===== src/fxa_div_step.sv =====
// fxa_div_step: one restoring division step, one quotient bit
// shifts the dividend msb into the remainder and the quotient bit into the lsb
`default_nettype none
module fxa_div_step #(
	parameter int NW = 40
) (
	input  wire logic [NW-1:0] nq_in,
	input  wire logic [31:0]   rem_in,
	input  wire logic [31:0]   dmag,
	output logic      [NW-1:0] nq_out,
	output logic      [31:0]   rem_out
);
	logic [32:0] trial;
	logic        ge;

	always_comb begin
		trial = {rem_in, nq_in[NW-1]};
		ge = trial >= {1'b0, dmag};
		rem_out = ge ? 32'(trial - {1'b0, dmag}) : trial[31:0];
		nq_out = {nq_in[NW-2:0], ge};
	end
endmodule
`default_nettype wire


===== config.mk =====
export PLATFORM = sky130hd
export DESIGN_NAME = fxa_div_step
export DESIGN_NICKNAME = d
export VERILOG_FILES = /design/src/fxa_div_step.sv
export SDC_FILE = /design/constraint.sdc
export NUM_CORES = 1
export LEC_CHECK = 0
export BUFFER_PORTS_ARGS = -buffer_cell sky130_fd_sc_hd__buf_2
export CORE_MARGIN = 10
export CORE_UTILIZATION = 48
export DETAILED_ROUTE_END_ITERATION = 6
export PLACE_DENSITY = 0.95
export SYNTH_ARGS = -nofsm -noshare
export SYNTH_HDL_FRONTEND = slang
export SYNTH_SLANG_ARGS = --single-unit
export TNS_END_PERCENT = 10

===== constraint.sdc =====
create_clock -name vclk -period 9.05
set_input_delay 0.905 -clock vclk [all_inputs]
set_output_delay 0.905 -clock vclk [all_outputs]
set_load 0.05 [all_outputs]

* Word level (Yosys, flattened, before mapping)
Index checks and enable logic that the tools add are counted.
** Word-level totals
- Input port bits :: 104
- Output and inout port bits :: 72
- Bits in registers :: 0
** Operators by class
- Multiplexer cells :: 1
- $lt $le $gt $ge :: 1
- Add/sub/neg operators :: 1
** Operators with widths (count)
- $ge A33 B32 Y1 :: 1
- $mux W32 :: 1
- $sub A32 B32 Y32 :: 1

* Logic depth before layout (Yosys ltp)
Gate-level depths: netlist of run 1.
- Word-level depth :: 2
- Depth in mapped cells :: 14

* Worst setup path after synthesis of run 1
OpenSTA, ideal clock, no wires.
- Path type :: input-to-output
- From :: input port dmag[7]
- To :: output port rem_out[31]
- Arrival time :: 4460 ps
- Data required time :: 8145 ps
- Cell stages on the path :: 10
- Buffers on the path :: 0
- Path slack :: 3685 ps
- Cell sequence :: inv_1 ha_1 a21oi_2 a211oi_1 or3_4 nor4b_4 and2b_1 a31o_2 and3_1 o41ai_1
** Between the ends
- Word-level cells in the longest chain between the ends :: 2
** RTL lines
- from (decl) :: line 9 : input wire logic [31:0] dmag,
- $sub A32 B32 Y32 / $ge A33 B32 Y1 (equally long branches) :: line 19, 18
- $mux W32 * :: line 19 : rem_out = ge ? 32'(trial - {1'b0, dmag}) : trial[31:0];
- to (decl) :: line 11 : output logic [31:0] rem_out
Every way passes the cells marked *; elsewhere a longest branch is shown, timed or not.

* Worst setup path in the final report of run 1
- From :: input port rem_in[10]
- To :: output port rem_out[18]
** Between the ends
- Word-level cells in the longest chain between the ends :: 2
** RTL lines
- from (decl) :: line 8 : input wire logic [31:0] rem_in,
- $sub A32 B32 Y32 / $ge A33 B32 Y1 (equally long branches) :: line 19, 18
- $mux W32 * :: line 19
Marks and branches as above.

==> qor.txt, run 1 <==
TIMING
-------------------------------------------------------------------------------------
Number of failing hold endpoints at the final stage                                 0
Slew Viols, Final                                                                   0
Tightest Pin Transition                                                      0.709 ns
Minimum period implied by the final worst setup slack                         5.06 ns
Highest clock rate                                                            197 MHz
Fin crit share                                                                  0.560
RSZ-0062 raised after global routing                                               no
Headroom to the max-slew limit                                                  0.527
Final Worst Setup Slack                                                       3.99 ns
Final sum of negative setup slack                                                0 ns
Number of setup violations in the final report                                      0

SETUP PATH
-------------------------------------------------------------------------------------
Critical path capture point                                               rem_out[18]
Cell repeated most along the worst path                                  sky130_fd_sc_hd__buf_2
Cell breakdown of the critical path                                      buf_2 > ha_1 > nand4_1 > nor3_1 > o211ai_1 > nor4b_4 > o21ai_2 > a31oi_4 > o21a_4 > inv_2 > mux2_2 > buf_2
Delay of the slowest critical-path stage                                      0.51 ns
Critical path's slowest cell                                             sky130_fd_sc_hd__inv_2
Largest fanout on the critical path                                                29
Worst Path Required                                                           8.15 ns
Sort of element at the start of the critical path                        primary input
Category of the most critical setup path                                    in -> out
Kind of capture point of the worst setup path                              output pin
Signal arrival time at the worst endpoint                                     4.16 ns
CP Depth                                                                           12
Buffers & Inverters on Critical Path                                                3
Gate family responsible for the most delay along the worst path          buffers and inverters
Critical path startpoint                                                   rem_in[10]

SYNTH
-------------------------------------------------------------------------------------
Netlist area before placement                                                2630 µm²
Netlist cell types                                                                 51
Largest cells by area after synthesis                                    sky130_fd_sc_hd__ha_1, sky130_fd_sc_hd__buf_4, sky130_fd_sc_hd__mux2_2, sky130_fd_sc_hd__xnor2_1, sky130_fd_sc_hd__inv_1
Number of warning messages in the yosys log                                         0
Synthesized netlist cell count                                                    363
Part of the Yosys area used for sequential elements                                 0
Syn_area_per_cell                                                            7.25 µm²
Area share of the leading cell type in the synthesized netlist                  0.152
Nets in the synthesized netlist                                                   500
Cell type with the highest aggregate area in the netlist                 sky130_fd_sc_hd__ha_1

CELLS AND AREA
-------------------------------------------------------------------------------------
Storage cell area                                                               0 µm²
Layout clock buffer count                                                           0
Layout area overhead                                                            7.70%
Share of final-layout standard cells stronger than drive strength 1             0.341
Most frequent cells in the layout                                        sky130_fd_sc_hd__buf_2, sky130_fd_sc_hd__inv_1, sky130_fd_sc_hd__ha_1
Filler Cells Inserted                                                             505
Most frequent standard cell in the layout excluding fill and tap cells   sky130_fd_sc_hd__buf_2
Number of diodes                                                                    0
Fin cells                                                                         478
Net total in the final layout                                                     547
Sequential cell count of the final layout                                           0

CLOCK NETWORK
-------------------------------------------------------------------------------------
Total setup buffers inserted after CTS                                              0
Hold-fix buffers at CTS                                                             0
Gates resized, CTS repair                                                           0

ROUTE
-------------------------------------------------------------------------------------
Via-to-Cell Ratio                                                                5.57
Number of optimization iterations in the first detailed-route pass                  5
Total routed wirelength                                                       7270 µm
DRC errors left                                                                     0
Initial DRC count                                                                 152
ANT nets after route                                                                0
Routed WL per cell                                                            15.2 µm
Total vias in the final route                                                    2662

FLOORPLAN
-------------------------------------------------------------------------------------
Die width                                                                     94.0 µm
Placeable core region                                                        5200 µm²
Number of rows in the core area                                                    26
Chip Height                                                                   94.0 µm
Initial core utilization                                                        0.506
I/O pin cnt                                                                       176
Die Footprint                                                                8840 µm²

MIN PATH
-------------------------------------------------------------------------------------
Hold/Removal Path Class                                                     in -> out

POWER AND IR DROP
-------------------------------------------------------------------------------------
Total net switching power                                                    0.222 mW
Fraction of power consumed by the clock network                                     0
Leakage power                                                                 1.50 nW
Sequential group share of total power                                               0
Internal power consumption                                                   0.119 mW
Peak supply drop                                                          0.0000729 V
Share of power burned in combinational logic                                    1.000
Pwr Density                                                                120 nW/µm²
Switching share of power                                                        0.652

GRT
-------------------------------------------------------------------------------------
Number of antenna violations at the first check in global routing                   0
Total GRT Usage                                                                 0.153
Pin count of the biggest net entering global routing                               30
Total gr overflow                                                                   0
Vias in the first global route                                                   2704
First-pass GRT wire length                                                   12000 µm

PLACED DESIGN
-------------------------------------------------------------------------------------
Post-placement worst setup slack                                              4.03 ns
DPL Wire Length                                                               6400 µm
Final weighted congestion of routability-driven global placement                0.893
Placed instance count                                                             478
Number of buffer cells added on primary ports                                      98

JOB
-------------------------------------------------------------------------------------
Max-capacitance violation count                                                     0

STATUS
-------------------------------------------------------------------------------------
Status                                                                      completed

## area by class of cell
class,count,area [µm²],share of cell area
inverters,41,154,0.0543
multi-input cells,269,2100,0.742
well taps,70,87.6,0.0309
repair buffers,98,490,0.173
## Yosys cell counts (2+ instances only)
cell,count
sky130_fd_sc_hd__a211oi_1,3
sky130_fd_sc_hd__a21boi_0,3
sky130_fd_sc_hd__a21o_1,9
sky130_fd_sc_hd__a21oi_1,26
sky130_fd_sc_hd__a221oi_1,2
sky130_fd_sc_hd__a31o_2,3
sky130_fd_sc_hd__a31oi_1,5
sky130_fd_sc_hd__and2_1,2
sky130_fd_sc_hd__and3_1,3
sky130_fd_sc_hd__buf_2,2
sky130_fd_sc_hd__buf_4,40
sky130_fd_sc_hd__clkbuf_1,9
sky130_fd_sc_hd__ha_1,32
sky130_fd_sc_hd__inv_1,40
sky130_fd_sc_hd__mux2_2,20
sky130_fd_sc_hd__mux2_4,9
sky130_fd_sc_hd__mux2i_1,3
sky130_fd_sc_hd__nand2_1,24
sky130_fd_sc_hd__nand3_1,7
sky130_fd_sc_hd__nand4_1,9
sky130_fd_sc_hd__nor2_1,23
sky130_fd_sc_hd__nor2b_1,6
sky130_fd_sc_hd__nor3_1,6
sky130_fd_sc_hd__nor3b_1,3
sky130_fd_sc_hd__nor4_1,2
sky130_fd_sc_hd__o2111ai_1,2
sky130_fd_sc_hd__o211ai_1,3
sky130_fd_sc_hd__o21a_1,4
sky130_fd_sc_hd__o21ai_0,13
sky130_fd_sc_hd__o21bai_1,4
sky130_fd_sc_hd__o41ai_1,2
sky130_fd_sc_hd__xnor2_1,18
sky130_fd_sc_hd__xor2_1,8
## how the worst min path moves through the flow
| stage | from | to | slack, ns | cells past startpoint |
|---|---|---|---|---|
| 2_1_floorplan | nq_in[9] | nq_out[10] | 1.98 | 1 |
| 3_3_place_gp | nq_in[10] | nq_out[11] | 1.81 | 0 |
| 3_5_place_dp | nq_in[10] | nq_out[11] | 1.81 | 0 |
| 4_1_cts | nq_in[10] | nq_out[11] | 1.81 | 0 |
| 5_1_grt | nq_in[20] | nq_out[21] | 1.81 | 0 |
| 6_report | nq_in[35] | nq_out[36] | 1.81 | 0 |
## power by group through the flow
stage	logic [mW]	clock network (mW)	registers, mW
global route	0.366	0	0
CTS	0.342	0	0
finish	0.341	0	0
global placement	0.335	0	0
floorplan	0.319	0	0
detailed placement	0.341	0	0
## cells by family (layout without fill, tap and decap cells)
group,after synthesis,in the layout,synth area share
buf+inv,94,139,0.201
mux,32,32,0.148
compound gates,89,89,0.232
xor+xnor,26,26,0.0865
fa+ha+maj,33,33,0.160
simple gates,89,89,0.172
## per-stage QoR
stage	utilization	power (mW)	hold WS, ns	area, µm²
floorplan	-	0.319	1.98	2630
global placement	0.544	0.335	1.81	2830
detailed placement	0.544	0.341	1.81	2830
CTS	0.544	0.342	1.81	2830
global route	0.544	0.366	1.81	2830
finish	0.544	0.341	1.81	2830
## per-layer routing
metal | part of all wire | GRT usage | vias up | wire length (µm)
met2 | 0.48 | 0.276 | 109 | 3520
met3 | 0.096 | 0.0360 | 24 | 696
li1 | - | - | 1330 | -
met5 | 0 | 0 | - | 0
met4 | 0.015 | 0.0278 | 0 | 108
met1 | 0.40 | 0.179 | 1199 | 2940
(Power assumes the default switching activity.)
==> inputs of run 2 (changes only) <==
--- a/config.mk
+++ b/config.mk
@@ -5,11 +5,12 @@
 export SDC_FILE = /design/constraint.sdc
 export NUM_CORES = 1
 export LEC_CHECK = 0
+export ABC_AREA = 1
 export BUFFER_PORTS_ARGS = -buffer_cell sky130_fd_sc_hd__buf_2
 export CORE_MARGIN = 10
-export CORE_UTILIZATION = 48
+export CORE_UTILIZATION = 44
 export DETAILED_ROUTE_END_ITERATION = 6
-export PLACE_DENSITY = 0.95
+export PLACE_DENSITY = 0.87
 export SYNTH_ARGS = -nofsm -noshare
 export SYNTH_HDL_FRONTEND = slang
 export SYNTH_SLANG_ARGS = --single-unit
==> constraint.sdc (replaced) <==
create_clock -name vclk -period 4.4
set_input_delay 0.44 -clock vclk [all_inputs]
set_output_delay 0.44 -clock vclk [all_outputs]
set_load 0.05 [all_outputs]
==> qor.txt, run 2 <==
STATUS
-------------------------------------------------------------------------------------
Status                                                                      completed

CELLS AND AREA
-------------------------------------------------------------------------------------
Layout area overhead                                                            6.98%
Area of the multi-input gates                                                2540 µm²   +21%
Storage cell area                                                               0 µm²   unchanged
Most frequent cells in the layout                                        sky130_fd_sc_hd__nand2_1, sky130_fd_sc_hd__inv_1, sky130_fd_sc_hd__buf_2
Most frequent standard cell in the layout excluding fill and tap cells   sky130_fd_sc_hd__nand2_1
Number of diodes                                                                    0   unchanged
Share of final-layout standard cells stronger than drive strength 1             0.177   -0.164
Sequential cell count of the final layout                                           0   unchanged
Layout clock buffer count                                                           0   unchanged
Net total in the final layout                                                     880   +61%
Design area                                                                  3740 µm²   +32%
Filler Cells Inserted                                                             887   +76%

TIMING
-------------------------------------------------------------------------------------
Slew Viols, Final                                                                   0   unchanged
Fin crit share                                                                  0.733
Headroom to the max-slew limit                                                  0.630   +0.103
Final sum of negative setup slack                                                0 ns   unchanged
Minimum period implied by the final worst setup slack                         3.22 ns
Number of failing hold endpoints at the final stage                                 0   unchanged
RSZ-0062 raised after global routing                                               no
Highest clock rate                                                            310 MHz
Tightest Pin Transition                                                      0.553 ns   -0.156 ns
Number of setup violations in the final report                                      0   unchanged

SYNTH
-------------------------------------------------------------------------------------
Syn_area_per_cell                                                            5.05 µm²   -30%
Adder and majority cell fraction of the synthesized area                        0.120   -0.0394
Proportion of synthesized area in mux cells                                         0   -0.148
Most frequent cell after synthesis                                       sky130_fd_sc_hd__nand2_1
XOR/XNOR Fraction of Synth Area                                                0.0351   -0.0514
Cell type with the highest aggregate area in the netlist                 sky130_fd_sc_hd__nand2_1
Netlist area before placement                                                3490 µm²   +33%
Synthesized netlist cell count                                                    692   +91%
Combinational family with the most area after synthesis                  simple AND/OR/NAND/NOR gates
Area share of the leading cell type in the synthesized netlist                  0.298   +0.145
Share of the synthesized area in compound gates (AO/OA/AOI/OAI)                0.0362   -0.196
Part of the Yosys area used for sequential elements                                 0   unchanged
Simple logic cell fraction of the synthesized area                              0.536   +0.364
Top cells by instance count after synthesis                              sky130_fd_sc_hd__nand2_1, sky130_fd_sc_hd__inv_1, sky130_fd_sc_hd__nand3_1, sky130_fd_sc_hd__buf_4, sky130_fd_sc_hd__nor2_1
Largest cells by area after synthesis                                    sky130_fd_sc_hd__nand2_1, sky130_fd_sc_hd__inv_1, sky130_fd_sc_hd__ha_1, sky130_fd_sc_hd__buf_4, sky130_fd_sc_hd__nand3_1
Netlist cell types                                                                 30   -41%
Number of warning messages in the yosys log                                         0   unchanged
Nets in the synthesized netlist                                                   829   +66%

SETUP PATH
-------------------------------------------------------------------------------------
Critical path startpoint                                                    rem_in[2]
Worst Path Required                                                           3.96 ns   -4.19 ns
Kind of capture point of the worst setup path                              output pin
Category of the most critical setup path                                    in -> out
Largest fanout on the critical path                                                35   +21%
Sort of element at the start of the critical path                        primary input
Signal arrival time at the worst endpoint                                     2.78 ns   -1.38 ns

CLOCK NETWORK
-------------------------------------------------------------------------------------
Hold-fix buffers at CTS                                                             0   unchanged
Gates resized, CTS repair                                                           0   unchanged
Total setup buffers inserted after CTS                                              0   unchanged

FLOORPLAN
-------------------------------------------------------------------------------------
Die width                                                                      109 µm   +16%
Placeable core region                                                        7730 µm²   +48%
Die Footprint                                                               11900 µm²   +35%
Number of rows in the core area                                                    32   +23%
Initial core utilization                                                        0.452   -0.0535
Chip Height                                                                    109 µm   +16%
I/O pin cnt                                                                       176   unchanged

MIN PATH
-------------------------------------------------------------------------------------
Hold/Removal Path Class                                                     in -> out
Beginning of the worst hold path                                            nq_in[25]

GRT
-------------------------------------------------------------------------------------
Pin count of the biggest net entering global routing                               36   +20%
Number of antenna violations at the first check in global routing                   0   unchanged
Vias in the first global route                                                   3639   +35%
Total GRT Usage                                                                 0.163   +0.00988
First-pass GRT wire length                                                   16600 µm   +39%
Total gr overflow                                                                   0   unchanged

POWER AND IR DROP
-------------------------------------------------------------------------------------
Peak supply drop                                                           0.000101 V   +39%
Total net switching power                                                    0.516 mW   +130%
Fraction of power consumed by the clock network                                     0   unchanged
Sequential group share of total power                                               0   unchanged
Switching share of power                                                        0.717   +0.0646
Internal power consumption                                                   0.204 mW   +72%
Share of power burned in combinational logic                                    1.000   about the same
Leakage power                                                                 2.55 nW   +70%
Pwr Density                                                                193 nW/µm²   +60%

ROUTE
-------------------------------------------------------------------------------------
Initial DRC count                                                                 292   +92%
Via-to-Cell Ratio                                                                4.68   -16%
Number of optimization iterations in the first detailed-route pass                  5   unchanged
Total routed wirelength                                                      10100 µm   +39%
ANT nets after route                                                                0   unchanged
DRC errors left                                                                     0   unchanged
Total vias in the final route                                                    3943   +48%
Routed WL per cell                                                            11.9 µm   -21%

PLACED DESIGN
-------------------------------------------------------------------------------------
Number of buffer cells added on primary ports                                      98   unchanged
Final weighted congestion of routability-driven global placement                0.956   +7.0%
Post-DP Area                                                                 3740 µm²   +32%
DPL Wire Length                                                               8670 µm   +35%

JOB
-------------------------------------------------------------------------------------
Max-capacitance violation count                                                     0   unchanged

==> run 2: final cells by class <==
cell class,count,share of cell area
Multi-Input combinational cell,490,0.680
Tap cell,102,0.0341
Timing Repair Buffer,99,0.133
Inverter,152,0.153
==> run 2: per-stage QoR <==
stage	worst slack (ns)	instances	utilization	power [mW]	hold slack [ns]
final	1.18	843	0.484	0.719	0.880
after global routing	0.947	843	0.484	0.796	0.880
after CTS	1.17	843	0.484	0.722	0.880
after detailed placement	1.18	843	0.484	0.720	0.880
after global placement	1.24	843	0.484	0.714	0.880
after floorplan	1.33	692	-	0.653	1.05
==> run 2: layer usage <==
| layer | track usage | vias to the layer above | wire length [µm] |
|---|---|---|---|
| met3 | 0.0183 | 16 | 683 |
| met1 | 0.226 | 1654 | 4880 |
| met4 | 0.0245 | 0 | 71 |
| met2 | 0.267 | 139 | 4430 |
| li1 | - | 2134 | - |
| met5 | 0 | - | 0 |
==> run 2: kinds of logic (layout without fill, tap and decap cells) <==
| family | Yosys count | count (layout) |
|---|---|---|
| buffers and inverters | 202 | 251 |
| XOR/XNOR | 14 | 14 |
| AND/OR/NAND/NOR | 419 | 419 |
| adder cells (fa/ha/maj) | 33 | 33 |
| AO/OA/AOI/OAI | 24 | 24 |
==> run 2: path summary, 6_finish.rpt <==
kind / depth (start not counted) / end / slack (ns)
worst max-delay path: 14 / rem_out[1] / 1.18
worst min-delay path: 0 / nq_out[26] / 0.88
==> run 2: worst max-delay path: stages <==
cell,delay (ns)
sky130_fd_sc_hd__buf_2,0.11
sky130_fd_sc_hd__ha_1,0.39
sky130_fd_sc_hd__nand2_2,0.15
sky130_fd_sc_hd__inv_1,0.05
sky130_fd_sc_hd__nand2_1,0.07
sky130_fd_sc_hd__nand2_1,0.05
sky130_fd_sc_hd__nand2_1,0.06
sky130_fd_sc_hd__nand3_2,0.14
sky130_fd_sc_hd__nand2_2,0.12
sky130_fd_sc_hd__nand2_2,0.07
sky130_fd_sc_hd__nand2_4,0.32
sky130_fd_sc_hd__nand2_8,0.27
sky130_fd_sc_hd__o21ai_0,0.23
sky130_fd_sc_hd__buf_2,0.29
==> run 2: power by group through the flow <==
stage,sequential (mW),clock (mW),combinational [mW]
after floorplan,0,0,0.653
after global placement,0,0,0.714
after detailed placement,0,0,0.720
after CTS,0,0,0.722
after global routing,0,0,0.796
final,0,0,0.719
